===== src/hw/rtl/bclm_pkg.sv =====
// Shared types and codes for the block cache LRU manager.
// Holds the request and result structs and the controller-to-datapath command and status.
// Depends on nothing.
package bclm_pkg;

	localparam int CHANNEL_BITS = 8;
	localparam int BLOCK_BITS   = 32;
	localparam int KIND_BITS    = 3;
	localparam int SLOT_BITS    = 4;
	localparam int STATUS_BITS  = 3;

	// Request kinds.
	localparam logic [KIND_BITS-1:0] K_CREATE     = 3'd0;
	localparam logic [KIND_BITS-1:0] K_GET        = 3'd1;
	localparam logic [KIND_BITS-1:0] K_MODIFY     = 3'd2;
	localparam logic [KIND_BITS-1:0] K_RELEASE    = 3'd3;
	localparam logic [KIND_BITS-1:0] K_INVALIDATE = 3'd4;
	localparam logic [KIND_BITS-1:0] K_SYNC       = 3'd5;

	// Result status codes.
	localparam logic [STATUS_BITS-1:0] ST_OK       = 3'd0;
	localparam logic [STATUS_BITS-1:0] ST_FALSE    = 3'd1;
	localparam logic [STATUS_BITS-1:0] ST_WB_REQ   = 3'd2;
	localparam logic [STATUS_BITS-1:0] ST_RD_REQ   = 3'd3;
	localparam logic [STATUS_BITS-1:0] ST_NO_SLOT  = 3'd4;
	localparam logic [STATUS_BITS-1:0] ST_WR_ERR   = 3'd5;
	localparam logic [STATUS_BITS-1:0] ST_RD_ERR   = 3'd6;

	// List membership codes.
	localparam logic [1:0] L_FREE   = 2'd0;
	localparam logic [1:0] L_LRU    = 2'd1;
	localparam logic [1:0] L_PINNED = 2'd2;

	typedef struct packed {
		logic [KIND_BITS-1:0]    kind;
		logic [CHANNEL_BITS-1:0] channel;
		logic [BLOCK_BITS-1:0]   block_number;
		logic [SLOT_BITS-1:0]    slot;
		logic                    handle_valid;
		logic                    mark_dirty;
		logic                    unmount;
		logic                    write_ok;
		logic                    read_ok;
	} req_t;

	typedef struct packed {
		logic [STATUS_BITS-1:0]  status;
		logic [SLOT_BITS-1:0]    result_slot;
		logic [CHANNEL_BITS-1:0] result_channel;
		logic [BLOCK_BITS-1:0]   result_block;
		logic                    last;
	} rsp_t;

	typedef enum logic [1:0] {PICK_NONE, PICK_ACQ, PICK_POS} pick_t;

	typedef enum logic [2:0] {
		ACT_NONE, ACT_RETAG, ACT_GRANT, ACT_FILL_FAIL, ACT_DISPOSE,
		ACT_HANDLE, ACT_SYNC, ACT_SKIP
	} act_t;

	typedef enum logic [2:0] {SRC_ZERO, SRC_SEL_KEY, SRC_SEL_TAG, SRC_ECHO, SRC_ZERO_KEY,
		SRC_CHAN} src_t;

	typedef struct packed {
		logic                   load;
		logic                   clear;
		logic                   scan;
		pick_t                  pick;
		act_t                   act;
		logic                   emit;
		logic [STATUS_BITS-1:0] st;
		src_t                   src;
		logic                   last;
	} cmd_t;

	typedef struct packed {
		logic [KIND_BITS-1:0] kind;
		logic                 hit;
		logic                 fhead_ok;
		logic                 lhead_ok;
		logic                 sel_dirty;
		logic                 sel_chan_eq;
		logic                 scan_last;
		logic                 handle_bad;
		logic                 rem_zero;
		logic                 write_ok;
		logic                 read_ok;
	} stat_t;

endpackage


===== src/hw/rtl/bclm_datapath.sv =====
// Slot metadata store, scan unit, list ordering and result register of the cache manager.
// Depends on bclm_pkg; driven by bclm_ctrl through cmd_t and reports through stat_t.
module bclm_datapath #(
	parameter int NUM_SLOTS = 16,
	parameter int PIN_BITS  = 8
) (
	input  logic          clk,
	input  logic          arst_n,
	input  bclm_pkg::cmd_t cmd,
	input  bclm_pkg::req_t request,
	output bclm_pkg::stat_t stat,
	output logic          result_strobe,
	output bclm_pkg::rsp_t result
);
	import bclm_pkg::*;

	localparam int IW = $clog2(NUM_SLOTS);
	localparam int CW = $clog2(NUM_SLOTS + 1);
	localparam logic [PIN_BITS-1:0] PIN_MAX = {PIN_BITS{1'b1}};

	req_t req_q;
	logic [CHANNEL_BITS-1:0] tag_ch_q [NUM_SLOTS];
	logic [BLOCK_BITS-1:0]   tag_bl_q [NUM_SLOTS];
	logic [NUM_SLOTS-1:0]    valid_q, dirty_q;
	logic [PIN_BITS-1:0]     pin_q [NUM_SLOTS];
	logic [1:0]              member_q [NUM_SLOTS];
	logic [IW-1:0]           rank_q [NUM_SLOTS];
	logic [CW-1:0]           cnt_free_q, cnt_lru_q, cnt_pin_q;

	logic [IW-1:0] idx_q, sel_q, hit_slot_q, fh_slot_q, lh_slot_q, pm_slot_q, pos_q;
	logic          hit_q, fh_q, lh_q;
	logic [CW-1:0] rem_q;
	logic          strobe_q;
	rsp_t          rsp_q;

	// Scan probes at the current index.
	logic s_hit, s_fh, s_lh, s_pm, scan_last;
	assign s_hit = valid_q[idx_q] && tag_ch_q[idx_q] == req_q.channel
		&& tag_bl_q[idx_q] == req_q.block_number;
	assign s_fh = member_q[idx_q] == L_FREE && rank_q[idx_q] == '0;
	assign s_lh = member_q[idx_q] == L_LRU && rank_q[idx_q] == '0;
	assign s_pm = member_q[idx_q] == L_LRU && rank_q[idx_q] == pos_q;
	assign scan_last = idx_q == IW'(NUM_SLOTS - 1);

	logic          handle_bad;
	logic [IW-1:0] hs;
	assign handle_bad = !req_q.handle_valid || int'(req_q.slot) >= NUM_SLOTS;
	assign hs = IW'(32'(req_q.slot));

	// List move request.
	logic          mv_en, mv_head;
	logic [IW-1:0] mv_slot;
	logic [1:0]    mv_list;

	always_comb begin
		mv_en = 1'b0;
		mv_head = 1'b1;
		mv_slot = sel_q;
		mv_list = L_FREE;
		case (cmd.act)
			ACT_GRANT: begin
				mv_en = 1'b1;
				mv_list = L_PINNED;
			end
			ACT_FILL_FAIL, ACT_DISPOSE: mv_en = 1'b1;
			ACT_SYNC: mv_en = req_q.unmount;
			ACT_HANDLE: begin
				mv_slot = hs;
				mv_list = L_LRU;
				mv_head = 1'b0;
				mv_en = req_q.kind == K_RELEASE && pin_q[hs] == PIN_BITS'(1);
			end
			default: mv_en = 1'b0;
		endcase
	end

	logic [1:0]    old_m;
	logic [IW-1:0] old_r, tail_r;
	logic [CW-1:0] cnt_l;
	logic [1:0]    mem_nx [NUM_SLOTS];
	logic [IW-1:0] rank_nx [NUM_SLOTS];
	logic [CW-1:0] cnt_free_nx, cnt_lru_nx, cnt_pin_nx;

	always_comb begin
		old_m = member_q[mv_slot];
		old_r = rank_q[mv_slot];
		case (mv_list)
			L_FREE:   cnt_l = cnt_free_q;
			L_LRU:    cnt_l = cnt_lru_q;
			default:  cnt_l = cnt_pin_q;
		endcase
		tail_r = IW'(cnt_l - ((old_m == mv_list) ? CW'(1) : CW'(0)));
		cnt_free_nx = cnt_free_q;
		cnt_lru_nx = cnt_lru_q;
		cnt_pin_nx = cnt_pin_q;
		for (int t = 0; t < NUM_SLOTS; t++) begin
			mem_nx[t] = member_q[t];
			rank_nx[t] = rank_q[t];
			if (mv_en) begin
				if (IW'(t) == mv_slot) begin
					mem_nx[t] = mv_list;
					rank_nx[t] = mv_head ? '0 : tail_r;
				end else begin
					if (member_q[t] == old_m && rank_q[t] > old_r)
						rank_nx[t] = rank_nx[t] - IW'(1);
					if (mv_head && member_q[t] == mv_list)
						rank_nx[t] = rank_nx[t] + IW'(1);
				end
			end
		end
		if (mv_en) begin
			case (old_m)
				L_FREE:  cnt_free_nx = cnt_free_nx - CW'(1);
				L_LRU:   cnt_lru_nx = cnt_lru_nx - CW'(1);
				default: cnt_pin_nx = cnt_pin_nx - CW'(1);
			endcase
			case (mv_list)
				L_FREE:  cnt_free_nx = cnt_free_nx + CW'(1);
				L_LRU:   cnt_lru_nx = cnt_lru_nx + CW'(1);
				default: cnt_pin_nx = cnt_pin_nx + CW'(1);
			endcase
		end
	end

	// Slot control state.
	always_ff @(posedge clk or negedge arst_n) begin
		if (!arst_n) begin
			valid_q <= '0;
			dirty_q <= '0;
			for (int t = 0; t < NUM_SLOTS; t++) begin
				pin_q[t] <= '0;
				member_q[t] <= L_FREE;
				rank_q[t] <= IW'(t);
			end
			cnt_free_q <= CW'(NUM_SLOTS);
			cnt_lru_q <= '0;
			cnt_pin_q <= '0;
		end else begin
			for (int t = 0; t < NUM_SLOTS; t++) begin
				member_q[t] <= mem_nx[t];
				rank_q[t] <= rank_nx[t];
			end
			cnt_free_q <= cnt_free_nx;
			cnt_lru_q <= cnt_lru_nx;
			cnt_pin_q <= cnt_pin_nx;
			case (cmd.act)
				ACT_RETAG: begin
					valid_q[sel_q] <= 1'b0;
					dirty_q[sel_q] <= 1'b0;
					pin_q[sel_q] <= '0;
				end
				ACT_GRANT: begin
					valid_q[sel_q] <= 1'b1;
					if (pin_q[sel_q] != PIN_MAX)
						pin_q[sel_q] <= pin_q[sel_q] + PIN_BITS'(1);
				end
				ACT_DISPOSE: valid_q[sel_q] <= 1'b0;
				ACT_SYNC: begin
					dirty_q[sel_q] <= 1'b0;
					if (req_q.unmount)
						valid_q[sel_q] <= 1'b0;
				end
				ACT_HANDLE: begin
					if (req_q.kind == K_MODIFY || req_q.mark_dirty)
						dirty_q[hs] <= 1'b1;
					if (req_q.kind == K_RELEASE && pin_q[hs] != '0)
						pin_q[hs] <= pin_q[hs] - PIN_BITS'(1);
				end
				default: ;
			endcase
		end
	end

	// Tags carry no reset; they are written before any valid read.
	always_ff @(posedge clk) begin
		if (cmd.act == ACT_RETAG) begin
			tag_ch_q[sel_q] <= req_q.channel;
			tag_bl_q[sel_q] <= req_q.block_number;
		end
	end

	// Request register, scan and sweep bookkeeping.
	always_ff @(posedge clk or negedge arst_n) begin
		if (!arst_n) begin
			idx_q <= '0;
			hit_q <= 1'b0;
			fh_q <= 1'b0;
			lh_q <= 1'b0;
			hit_slot_q <= '0;
			fh_slot_q <= '0;
			lh_slot_q <= '0;
			pm_slot_q <= '0;
			pos_q <= '0;
			rem_q <= '0;
		end else begin
			if (cmd.load || cmd.clear) begin
				idx_q <= '0;
				hit_q <= 1'b0;
				fh_q <= 1'b0;
				lh_q <= 1'b0;
			end else if (cmd.scan) begin
				idx_q <= idx_q + IW'(1);
				if (s_hit && !hit_q) begin
					hit_q <= 1'b1;
					hit_slot_q <= idx_q;
				end
				if (s_fh) begin
					fh_q <= 1'b1;
					fh_slot_q <= idx_q;
				end
				if (s_lh) begin
					lh_q <= 1'b1;
					lh_slot_q <= idx_q;
				end
				if (s_pm)
					pm_slot_q <= idx_q;
			end
			if (cmd.load) begin
				pos_q <= '0;
				rem_q <= cnt_lru_q;
			end else if (cmd.act == ACT_SKIP || (cmd.act == ACT_SYNC && !req_q.unmount)) begin
				pos_q <= pos_q + IW'(1);
				rem_q <= rem_q - CW'(1);
			end else if (cmd.act == ACT_SYNC) begin
				rem_q <= rem_q - CW'(1);
			end
		end
	end

	always_ff @(posedge clk) begin
		if (cmd.load)
			req_q <= request;
		case (cmd.pick)
			PICK_ACQ: sel_q <= hit_q ? hit_slot_q : (fh_q ? fh_slot_q : lh_slot_q);
			PICK_POS: sel_q <= pm_slot_q;
			default: ;
		endcase
	end

	// Result register.
	always_ff @(posedge clk or negedge arst_n) begin
		if (!arst_n)
			strobe_q <= 1'b0;
		else
			strobe_q <= cmd.emit;
	end

	always_ff @(posedge clk) begin
		if (cmd.emit) begin
			rsp_q.status <= cmd.st;
			rsp_q.last <= cmd.last;
			rsp_q.result_slot <= '0;
			rsp_q.result_channel <= '0;
			rsp_q.result_block <= '0;
			case (cmd.src)
				SRC_SEL_KEY: begin
					rsp_q.result_slot <= SLOT_BITS'(sel_q);
					rsp_q.result_channel <= req_q.channel;
					rsp_q.result_block <= req_q.block_number;
				end
				SRC_SEL_TAG: begin
					rsp_q.result_slot <= SLOT_BITS'(sel_q);
					rsp_q.result_channel <= tag_ch_q[sel_q];
					rsp_q.result_block <= tag_bl_q[sel_q];
				end
				SRC_ECHO: rsp_q.result_slot <= req_q.slot;
				SRC_ZERO_KEY: begin
					rsp_q.result_channel <= req_q.channel;
					rsp_q.result_block <= req_q.block_number;
				end
				SRC_CHAN: rsp_q.result_channel <= req_q.channel;
				default: ;
			endcase
		end
	end

	assign result_strobe = strobe_q;
	assign result = rsp_q;

	assign stat.kind = req_q.kind;
	assign stat.hit = hit_q;
	assign stat.fhead_ok = fh_q;
	assign stat.lhead_ok = lh_q;
	assign stat.sel_dirty = dirty_q[sel_q];
	assign stat.sel_chan_eq = tag_ch_q[sel_q] == req_q.channel;
	assign stat.scan_last = scan_last;
	assign stat.handle_bad = handle_bad;
	assign stat.rem_zero = rem_q == '0;
	assign stat.write_ok = req_q.write_ok;
	assign stat.read_ok = req_q.read_ok;

endmodule


===== src/hw/rtl/bclm_ctrl.sv =====
// Sequencing state machine of the cache manager.
// Depends on bclm_pkg; issues cmd_t to bclm_datapath and reads its stat_t.
module bclm_ctrl (
	input  logic           clk,
	input  logic           arst_n,
	input  logic           start,
	input  bclm_pkg::stat_t stat,
	output bclm_pkg::cmd_t  cmd,
	output logic           busy
);
	import bclm_pkg::*;

	typedef enum logic [3:0] {
		S_IDLE, S_DISPATCH, S_SCAN, S_PICK, S_DECIDE, S_WERR, S_RETAG, S_FINISH,
		S_HANDLE, S_SYNC_CHK, S_SSCAN, S_SPICK, S_SVISIT
	} state_t;

	state_t state_q, state_nx;
	logic   busy_q;

	always_comb begin
		cmd = '0;
		cmd.pick = PICK_NONE;
		cmd.act = ACT_NONE;
		cmd.src = SRC_ZERO;
		cmd.st = ST_OK;
		state_nx = state_q;
		case (state_q)
			S_IDLE: begin
				cmd.load = start;
				if (start)
					state_nx = S_DISPATCH;
			end
			S_DISPATCH: begin
				case (stat.kind)
					K_CREATE, K_GET, K_INVALIDATE: state_nx = S_SCAN;
					K_MODIFY, K_RELEASE: state_nx = S_HANDLE;
					K_SYNC: state_nx = S_SYNC_CHK;
					default: begin
						cmd.emit = 1'b1;
						cmd.st = ST_FALSE;
						cmd.last = 1'b1;
						state_nx = S_IDLE;
					end
				endcase
			end
			S_SCAN: begin
				cmd.scan = 1'b1;
				if (stat.scan_last)
					state_nx = S_PICK;
			end
			S_PICK: begin
				cmd.pick = PICK_ACQ;
				state_nx = S_DECIDE;
			end
			S_DECIDE: begin
				if (stat.kind == K_INVALIDATE) begin
					cmd.emit = 1'b1;
					cmd.last = 1'b1;
					state_nx = S_IDLE;
					if (stat.hit) begin
						cmd.act = ACT_DISPOSE;
						cmd.src = SRC_SEL_KEY;
					end else begin
						cmd.st = ST_FALSE;
						cmd.src = SRC_ZERO_KEY;
					end
				end else if (stat.hit) begin
					cmd.act = ACT_GRANT;
					cmd.emit = 1'b1;
					cmd.src = SRC_SEL_KEY;
					cmd.last = 1'b1;
					state_nx = S_IDLE;
				end else if (stat.fhead_ok) begin
					state_nx = S_RETAG;
				end else if (stat.lhead_ok) begin
					state_nx = S_RETAG;
					if (stat.sel_dirty) begin
						cmd.emit = 1'b1;
						cmd.st = ST_WB_REQ;
						cmd.src = SRC_SEL_TAG;
						if (!stat.write_ok)
							state_nx = S_WERR;
					end
				end else begin
					cmd.emit = 1'b1;
					cmd.st = ST_NO_SLOT;
					cmd.src = SRC_ZERO_KEY;
					cmd.last = 1'b1;
					state_nx = S_IDLE;
				end
			end
			S_WERR: begin
				cmd.emit = 1'b1;
				cmd.st = ST_WR_ERR;
				cmd.src = SRC_SEL_TAG;
				cmd.last = 1'b1;
				state_nx = S_IDLE;
			end
			S_RETAG: begin
				cmd.act = ACT_RETAG;
				if (stat.kind == K_GET) begin
					cmd.emit = 1'b1;
					cmd.st = ST_RD_REQ;
					cmd.src = SRC_SEL_KEY;
				end
				state_nx = S_FINISH;
			end
			S_FINISH: begin
				cmd.emit = 1'b1;
				cmd.src = SRC_SEL_KEY;
				cmd.last = 1'b1;
				state_nx = S_IDLE;
				if (stat.kind == K_GET && !stat.read_ok) begin
					cmd.act = ACT_FILL_FAIL;
					cmd.st = ST_RD_ERR;
				end else begin
					cmd.act = ACT_GRANT;
				end
			end
			S_HANDLE: begin
				cmd.emit = 1'b1;
				cmd.src = SRC_ECHO;
				cmd.last = 1'b1;
				state_nx = S_IDLE;
				if (stat.handle_bad)
					cmd.st = ST_FALSE;
				else
					cmd.act = ACT_HANDLE;
			end
			S_SYNC_CHK: begin
				if (stat.rem_zero) begin
					cmd.emit = 1'b1;
					cmd.src = SRC_CHAN;
					cmd.last = 1'b1;
					state_nx = S_IDLE;
				end else begin
					cmd.clear = 1'b1;
					state_nx = S_SSCAN;
				end
			end
			S_SSCAN: begin
				cmd.scan = 1'b1;
				if (stat.scan_last)
					state_nx = S_SPICK;
			end
			S_SPICK: begin
				cmd.pick = PICK_POS;
				state_nx = S_SVISIT;
			end
			S_SVISIT: begin
				state_nx = S_SYNC_CHK;
				if (!stat.sel_chan_eq) begin
					cmd.act = ACT_SKIP;
				end else if (stat.sel_dirty) begin
					cmd.emit = 1'b1;
					cmd.st = ST_WB_REQ;
					cmd.src = SRC_SEL_TAG;
					if (!stat.write_ok)
						state_nx = S_WERR;
					else
						cmd.act = ACT_SYNC;
				end else begin
					cmd.act = ACT_SYNC;
				end
			end
			default: state_nx = S_IDLE;
		endcase
	end

	always_ff @(posedge clk or negedge arst_n) begin
		if (!arst_n) begin
			state_q <= S_IDLE;
			busy_q <= 1'b0;
		end else begin
			state_q <= state_nx;
			busy_q <= state_nx != S_IDLE;
		end
	end

	assign busy = busy_q;

endmodule


===== src/hw/rtl/block_cache_lru_manager_core.sv =====
// Top level of the block cache LRU manager.
// Depends on bclm_pkg, bclm_ctrl and bclm_datapath.
//
// A request is taken when start is high and busy is low; busy then stays high and falls in
// the same cycle that the final result appears. Each result appears on result for one
// cycle with result_strobe high, and the receiver must take it then, since it cannot stall
// the block. The final result of a request has result.last set. Lookups walk the slots one
// per cycle through the datapath's scan port; modify and release do not scan, and
// synchronize repeats the scan once for every slot on the LRU list, because each step of
// the sweep scans for the slot at the next LRU position. No clearing pass is run after
// reset: the list order, pin counts and valid marks reset at once.
module block_cache_lru_manager_core #(
	parameter int NUM_SLOTS = 16,
	parameter int PIN_BITS  = 8
) (
	input  logic           clk,
	input  logic           arst_n,
	input  logic           start,
	output logic           busy,
	input  bclm_pkg::req_t request,
	output logic           result_strobe,
	output bclm_pkg::rsp_t result
);
	import bclm_pkg::*;

	// The controller and datapath talk only through these two structs.
	cmd_t  cmd;
	stat_t stat;

	bclm_ctrl u_ctrl (
		.clk    (clk),
		.arst_n (arst_n),
		.start  (start),
		.stat   (stat),
		.cmd    (cmd),
		.busy   (busy)
	);

	bclm_datapath #(
		.NUM_SLOTS (NUM_SLOTS),
		.PIN_BITS  (PIN_BITS)
	) u_datapath (
		.clk           (clk),
		.arst_n        (arst_n),
		.cmd           (cmd),
		.request       (request),
		.stat          (stat),
		.result_strobe (result_strobe),
		.result        (result)
	);

endmodule

===== config.mk =====
export PLATFORM = sky130hd
export DESIGN_NAME = block_cache_lru_manager_core
export DESIGN_NICKNAME = d
export VERILOG_FILES = /design/src/hw/rtl/bclm_pkg.sv /design/src/hw/rtl/bclm_datapath.sv /design/src/hw/rtl/bclm_ctrl.sv /design/src/hw/rtl/block_cache_lru_manager_core.sv
export SDC_FILE = /design/constraint.sdc
export NUM_CORES = 2
export LEC_CHECK = 0
export ABC_AREA = 1
export BUFFER_PORTS_ARGS = -buffer_cell sky130_fd_sc_hd__buf_2
export CELL_PAD_IN_SITES_DETAIL_PLACEMENT = 2
export CELL_PAD_IN_SITES_GLOBAL_PLACEMENT = 2
export CORE_MARGIN = 8
export CORE_UTILIZATION = 26
export DETAILED_ROUTE_END_ITERATION = 8
export GPL_ROUTABILITY_DRIVEN = 0
export PLACE_DENSITY_LB_ADDON = 0.1
export SYNTH_ARGS = -nofsm -noshare
export SYNTH_HDL_FRONTEND = slang
export SYNTH_SLANG_ARGS = --single-unit

===== constraint.sdc =====
create_clock -name clk -period 4.7 [get_ports clk]
set_clock_uncertainty 0.15 [all_clocks]
set_input_delay 0 -clock clk [delete_from_list [all_inputs] [get_ports clk]]
set_output_delay 0 -clock clk [all_outputs]
set_load 0.03 [all_outputs]

# [Word level (Yosys, flattened, before mapping)]
# Memory sizes are Yosys's and may differ from the RTL's. A register that Yosys moved wholly into a read port is not among the register bits.
# Cells that the tools add are included.
# W data, S select, Z words.
[op_classes] n_bitwise=12 mux=211 n_reduce_logical=111 add_sub_neg=44 n_lt_le_gt_ge=27 n_eq_ne=93
[op_table] operator="$mux W4" n=109
[op_table] operator="$pmux W128 S3" n=1
[op_table] operator="$bwmux W128" n=2
[op_table] operator="$mux W128" n=2
[op_table] operator="$and A128 B128 Y128" n=1
[op_table] operator="$not A128 Y128" n=1
[op_table] operator="$add A4 B1 Y4 const B" n=18
[op_table] operator="$eq A2 B2 Y1" n=33
[op_table] operator="$bmux W8 S4" n=2
[op_table] operator="$demux W8 S4" n=2
[op_table] operator="$gt A4 B4 Y1" n=16
[op_table] operator="$pmux W32 S2" n=1
[op_table] operator="$sub A4 B1 Y4 const B" n=16
[op_table] operator="$mux W5" n=12
[op_table] operator="$mux W8" n=7
[op_table] operator="$pmux W16 S3" n=1
[op_table] operator="$logic_and A1 B1 Y1" n=46
[op_table] operator="$pmux W3 S7" n=2
[op_table] operator="$reduce_and A2 Y1" n=21
[op_table] operator="$pmux W4 S10" n=1
[op_table] operator="$and A16 B16 Y16" n=2
[op_table] operator="$bmux W4 S4" n=2
[op_table] operator="$eq A32 B32 Y1" n=1
[op_table] operator="$eq A4 B4 Y1 const A" n=8
[op_table] operator="other kinds (62)" n=191
[totals] ram_bits=640 n_memories=2 register_bits=413
[mem_list] name="u_datapath.tag_bl_q" words=16 word_bits=32 rd=2 rd_ports_with_merged_regs=1 write_ports=1 line="bclm_datapath.sv:23" source="logic [BLOCK_BITS-1:0] tag_bl_q [NUM_SLOTS];"
[mem_list] name="u_datapath.tag_ch_q" words=16 word_bits=8 rd=2 rd_ports_with_merged_regs=1 write_ports=1 line="bclm_datapath.sv:22" source="logic [CHANNEL_BITS-1:0] tag_ch_q [NUM_SLOTS];"

# [Logic depth before layout (Yosys ltp)]
[depth] word_depth=22 ltp_mapped=33 depth_no_buf=31

# [Hierarchy]
# Synthesis repeated with hierarchy kept, for this count alone.
[unflattened] cells_unflattened=7359 area_unflattened_um2=61166.2
[modules_own_cells] module="bclm_datapath" seq_area_each_um2=30018.8 n_inst=1 area_per_inst_um2=60466.7 cells_each=7231
[modules_own_cells] module="bclm_ctrl" seq_area_each_um2=125.1 n_inst=1 area_per_inst_um2=699.4 cells_each=128

# [Least setup slack after synthesis]
# No wires, ideal clock.
[synth_timing] kind="register to register" from="register u_ctrl.state_q[2]" to="register u_datapath.rank_q[51] (netlist bit)" setup_slack_ns=-0.135 path_stages_with_launch=33 period_less_slack_ns=4.835 t_required_ns=4.433 path_buffers=2 arrival_ns=4.568 path_cell_list="dfrtp_1 > inv_2 > nand2_1 > nor2_2 > nand2_2 > nand2_1 > nand2_2 > buf_4 > inv_1 > nor2_1 > inv_1 > clkbuf_1 > o22ai_1 > o21ai_0 > nand2_1 > a221oi_1 > ha_1 > nand3_1 > nor2_1 > a21oi_1 > nand3_1 > nor2_1 > nand2_1 > nand2_1 > nand3_1 > nand2_1 > nand2_1 > nand2_1 > nand2_1 > nand2_1 > nand2_1 > nand2_1 > nand2_1"
[synth_between] elab_chain_len=16 word_cells_on_any_way=42
[synth_lines] item="start: declaration" line="bclm_ctrl.sv:18" source="state_t state_q, state_nx;"
[synth_lines] item="start signal: assignment" line="bclm_ctrl.sv:176" source="state_q <= state_nx;"
[synth_lines] item="$eq A4 B4 Y1 / $eq A4 B3 Y1 (equally long branches)" line="bclm_ctrl.sv:28" source="case (state_q)"
[synth_lines] item="$pmux W3 S5 (*)" line="bclm_ctrl.sv:28"
[synth_lines] item="$eq A3 B3 Y1" line="bclm_datapath.sv:60" source="case (cmd.act)"
[synth_lines] item="$mux W4" line="bclm_datapath.sv:60"
[synth_lines] item="$not A4 Y5 (not written as such)" line="bclm_datapath.sv:85, bclm_datapath.sv:86"
[synth_lines] item="$bmux W4 S4 / $bmux W2 S4 (equally long branches)" line="bclm_datapath.sv:86, bclm_datapath.sv:85"
[synth_lines] item="$mux W4 (not written as such) / $mux W2 (equally long branches) (2 in a row)" line="bclm_datapath.sv:86, bclm_datapath.sv:85"
[synth_lines] item="$gt A4 B4 Y1 / $eq A2 B2 Y1 (equally long branches)" line="bclm_datapath.sv:104" source="if (member_q[t] == old_m && rank_q[t] > old_r)"
[synth_lines] item="$logic_and A1 B1 Y1" line="bclm_datapath.sv:104"
[synth_lines] item="$mux W4" line="bclm_datapath.sv:104"
[synth_lines] item="$mux W4" line="bclm_datapath.sv:100" source="if (IW'(t) == mv_slot) begin"
[synth_lines] item="$mux W4" line="bclm_datapath.sv:99" source="if (mv_en) begin"
[synth_lines] item="$add A4 B1 Y4" line="bclm_datapath.sv:107" source="rank_nx[t] = rank_nx[t] + IW'(1);"
[synth_lines] item="$mux W4" line="bclm_datapath.sv:106" source="if (mv_head && member_q[t] == mv_list)"
[synth_lines] item="$mux W4" line="bclm_datapath.sv:100"
[synth_lines] item="end signal: indexed assignment" line="bclm_datapath.sv:133" source="rank_q[t] <= IW'(t);"
[synth_lines] item="end signal: indexed assignment" line="bclm_datapath.sv:141" source="rank_q[t] <= rank_nx[t];"
[synth_lines] item="end: declaration" line="bclm_datapath.sv:27" source="logic [IW-1:0] rank_q [NUM_SLOTS];"
# Mark *: on every way between the ends. The rest lies on a longest branch, timed or not. The select of a mux whose other input is x is not followed.
# A chain may end at the register's enable or synchronous reset.

# [Worst setup path in the final report]
[layout_timing] from="register u_datapath.req_q (netlist bit u_datapath.hs[0])" to="register u_datapath.pin_q[14] (netlist bit)"
[layout_between] elab_chain_len=8 word_cells_on_any_way=17
[layout_lines] item="start: declaration" line="bclm_datapath.sv:21" source="req_t req_q;"
[layout_lines] item="start signal: assignment" line="bclm_datapath.sv:232" source="req_q <= request;"
[layout_lines] item="$not A4 Y5 (not written as such) (*)" line="bclm_datapath.sv:166, bclm_datapath.sv:167"
[layout_lines] item="$bmux W8 S4 (tied with other cells)" line="bclm_datapath.sv:166, bclm_datapath.sv:167"
[layout_lines] item="$mux W8 (not written as such) / $logic_and A1 B1 Y1 (equally long branches)" line="bclm_datapath.sv:166, bclm_datapath.sv:167"
[layout_lines] item="$mux W8 (on tied branches)" line="bclm_datapath.sv:166, bclm_datapath.sv:167"
[layout_lines] item="$sub A8 B1 Y8 (tied with other cells)" line="bclm_datapath.sv:167" source="pin_q[hs] <= pin_q[hs] - PIN_BITS'(1);"
[layout_lines] item="$bwmux W128 / $logic_and A1 B1 Y1 (equally long branches)" line="bclm_datapath.sv:167, bclm_datapath.sv:166"
[layout_lines] item="$mux W128 / $ne A2 B1 Y1 (equally long branches)"
[layout_lines] item="$pmux W128 S3 / $reduce_and A3 Y1 (equally long branches)"
[layout_lines] item="end signal: indexed assignment" line="bclm_datapath.sv:155" source="pin_q[sel_q] <= pin_q[sel_q] + PIN_BITS'(1);"
[layout_lines] item="end signal: indexed assignment" line="bclm_datapath.sv:167"
[layout_lines] item="end: declaration" line="bclm_datapath.sv:25" source="logic [PIN_BITS-1:0] pin_q [NUM_SLOTS];"
# Marked as above.

==> impl_metrics.tcl <==
set metrics [dict create \
    worstPathArrival_ps 5090 \
    seq_power_share_pct 29.5 \
    yosys.area.top_type "edfxtp_1" \
    start_util_pct 26.10 \
    pwr-share-comb_pct 46.0 \
    synth_nets 7516 \
    wirelength_um 313300 \
    power.internal_w 0.02493 \
    finalSetupViolCount 0 \
    portBuffers 104 \
    synth_cells 7366 \
    drtIter0Drc 3996 \
    rsz0062_at_grt "true" \
    yosysWarningCount 0 \
    status "complete, no violations" \
    viasPerCell 5.467 \
    synth_edf_count 744 \
    wl_per_cell_um 28.42 \
    p_sw_share_pct 45.84 \
    final_design_area_no_fill_sq_um 75250 \
    finalCoreUtilization_pct 32.03 \
    synth_top_area_share_pct 36.42 \
    antenna_found_initial 13 \
    max_freq_mhz 218.9 \
    die_w_um 501.7 \
    grt_max_degree 138 \
    hold_viol_final 0 \
    clk_latency_ps 830 \
    wl_met2_um 143600 \
    antenna_left 0 \
    clk_pin_slew_ps 60 \
    synth.most_common_cell "nand2_1" \
    met3_length_um 12170 \
    maxCapViolations 0 \
    min_period_over_period_pct 97.19 \
    relSlewSlack_pct 29.82 \
    drc 0 \
    syn-cell-area_sq_um 61340 \
    clock-sinks 1055 \
    synth.distinct_cells 59 \
    hold_path_depth 3 \
    top_layer "met5" \
    cts_buffer_depth 3 \
    synth_top_flop_cell "edfxtp_1" \
    routedLengthMet1_um 148900 \
    place.detailed.hpwl_um 202200 \
    die-height_um 501.7 \
    synth_area_leaders "edfxtp_1, dfrtp_1, nand2_1" \
    p_leak_nw 29.06 \
    io_pins 105 \
    crit_fanout 31 \
    grt_pass1_vias 64320 \
    reg2reg_to "u_datapath.pin_q[14]$_DFFE_PN0P_" \
    p_per_area_nw_per_um2 611.7 \
    placed_area_sq_um 68980 \
    synth.avg_cell_area_sq_um 8.327 \
    rows 178 \
    root_buffer "clkbuf_16" \
    ir_drop_uv 422.0 \
    drtPass1Iterations 6 \
    grt_usage_pct 24.08 \
    worstSetupStartpointType "flop" \
    period_needed_ps 4568 \
    synth_seq_cells 1055 \
    worstMarginPinSlew_ps 1042 \
    pwr-share-clk_pct 24.5 \
    vias 60260 \
    core_sq_um 235000 \
    r2r_setup_slack_ps 130 \
    dieArea_sq_um 251700 \
    synthArstFlopShare_pct 29.10 \
    synth_commonest_cells "nand2_1, o21ai_0, edfxtp_1, inv_1, nand3_1" \
    hp-class "input port to flop" \
    p_switching_w 0.02110 \
    hp-start "request[41]" \
    criticalPathCategory "flop to flop" \
    required_ps 5220 \
    drive_gt1_share_pct 12.71 \
    cts_tree "built" \
    r2r_start "u_datapath.hs[0]$_DFFE_PP_" \
    reg2reg_depth 17 \
    finalMaxSlewViolations 0 \
    min_to "u_datapath.req_q[41]$_DFFE_PP_" \
    nets 7904 \
    h-tree-depth 4 \
    grt_pass1_wl_um 454800 \
    synth_seq_area_share_pct 49.15 \
    gr-total-overflow 0 \
    design_power_total_w 0.04603 \
    numCtsBuffers 143 \
    crit_path_end_kind "flop" \
    area_delta_synth_final_pct 22.68 \
]
## cell usage in the layout, fill, tap and decap left out, types with 271 or more instances in the layout
cell type and count:
nor2_1 389, dfrtp_1 271, a21oi_1 461, nand2_1 1597
buf_4 419, inv_1 658, edfxtp_1 744, o21ai_0 813
o211ai_1 311, nand3_1 518
## state kept, by name, indices dropped and copies added (netlist names), 5 cells and up, named ones only
| name | cells |
|---|---|
| u_datapath.tag_bl_q | 512 |
| u_datapath.pin_q | 128 |
| u_datapath.tag_ch_q | 128 |
| u_datapath.rank_q | 64 |
| u_datapath.result | 48 |
| u_datapath.req_q | 43 |
| u_datapath.member_q | 32 |
| u_datapath.dirty_q | 16 |
| u_datapath.cnt_lru_q | 5 |
| u_datapath.rem_q | 5 |
| u_datapath.stat | 5 |
## through the flow
step	setup TNS (ps)	setup slack, ps	hold WS (ps)	std cells
2_1_floorplan	0	110.6	-445.6	7366
3_3_place_gp	-9068	-456.8	-15.58	10630
3_5_place_dp	-16980	-525.8	-20.49	10630
4_1_cts	0	3.506	192.6	11000
5_1_grt	-594.7	-102.7	229.8	11020
6_report	0	132.1	256.6	11020
## kinds of logic after synthesis
group	after synthesis	share of synthesized area, %
AND/OR/NAND/NOR	2738	18.52
AO/OA/AOI/OAI	2198	21.49
buffers and inverters	1182	7.488
flip-flops	1055	49.15
XOR/XNOR	98	1.412
adder cells (fa/ha/maj)	95	1.938
## worst max path at each step
| stage | cells after the start | slack (ps) | to | from |
|---|---|---|---|---|
| floorplan | 32 | 110 | u_datapath.rank_q[55]$_DFFE_PN0P_ | u_ctrl.state_q[1]$_DFF_PN0_ |
| global placement | 31 | -460 | u_datapath.rank_q[55]$_DFFE_PN0P_ | u_ctrl.state_q[2]$_DFF_PN0_ |
| detailed placement | 31 | -530 | u_datapath.rank_q[47]$_DFFE_PN0P_ | u_ctrl.state_q[1]$_DFF_PN0_ |
| CTS | 34 | 4 | u_datapath.rank_q[47]$_DFFE_PN0P_ | u_ctrl.state_q[1]$_DFF_PN0_ |
| global route | 17 | -100 | u_datapath.pin_q[14]$_DFFE_PN0P_ | u_datapath.hs[0]$_DFFE_PP_ |
| finish | 17 | 130 | u_datapath.pin_q[14]$_DFFE_PN0P_ | u_datapath.hs[0]$_DFFE_PP_ |
## metal layers
metal	track usage, %	up-vias
li1	-	26920
met4	6.478	2
met2	39.35	1229
met1	33.76	31700
met3	2.867	411
met5	0	-
## power groups by stage
stage	registers [W]	logic [W]	clock network [W]
3_3_place_gp	0.0137	0.0202	0
5_1_grt	0.0137	0.0230	0.0119
4_1_cts	0.0136	0.0209	0.0116
3_5_place_dp	0.0137	0.0207	0
6_report	0.0136	0.0212	0.0113
2_1_floorplan	0.0132	0.0111	0
## worst max-delay path, cell delays in order, from the launching register on
cell      delay [ps]
edfxtp_1         580
inv_1            150
nor2_1            70
inv_2            610
o22ai_1          240
o21ai_0          540
nand4_1          270
inv_1            130
ha_1             190
nand2_1           60
nor2_1           160
inv_1             90
nor2_1           170
xor2_2           350
buf_4            330
nand2_1           80
o211ai_1         120
a41oi_1          130
## area by class of cell
class                      instances  area, sq um
clock inverter                    79        908.4
inverter                         696         2654
sequential                      1055        30170
clock buffer                     179         3825
tap                             3150         3941
fill                           26240       159700
antenna                            5        12.51
timing repair buffer             729         6698
multi-input combinational       5129        27040
## what timing repair did
item,4_1_cts,5_1_grt
endpoints found under the setup margin,65,73
pin swaps,0,17
hold buffers,108,0
gates cloned,0,2
resized for setup,10,63
endpoints found under the hold margin,357,0
buffers inserted,0,18
Power figures use the tool's default switching activity.
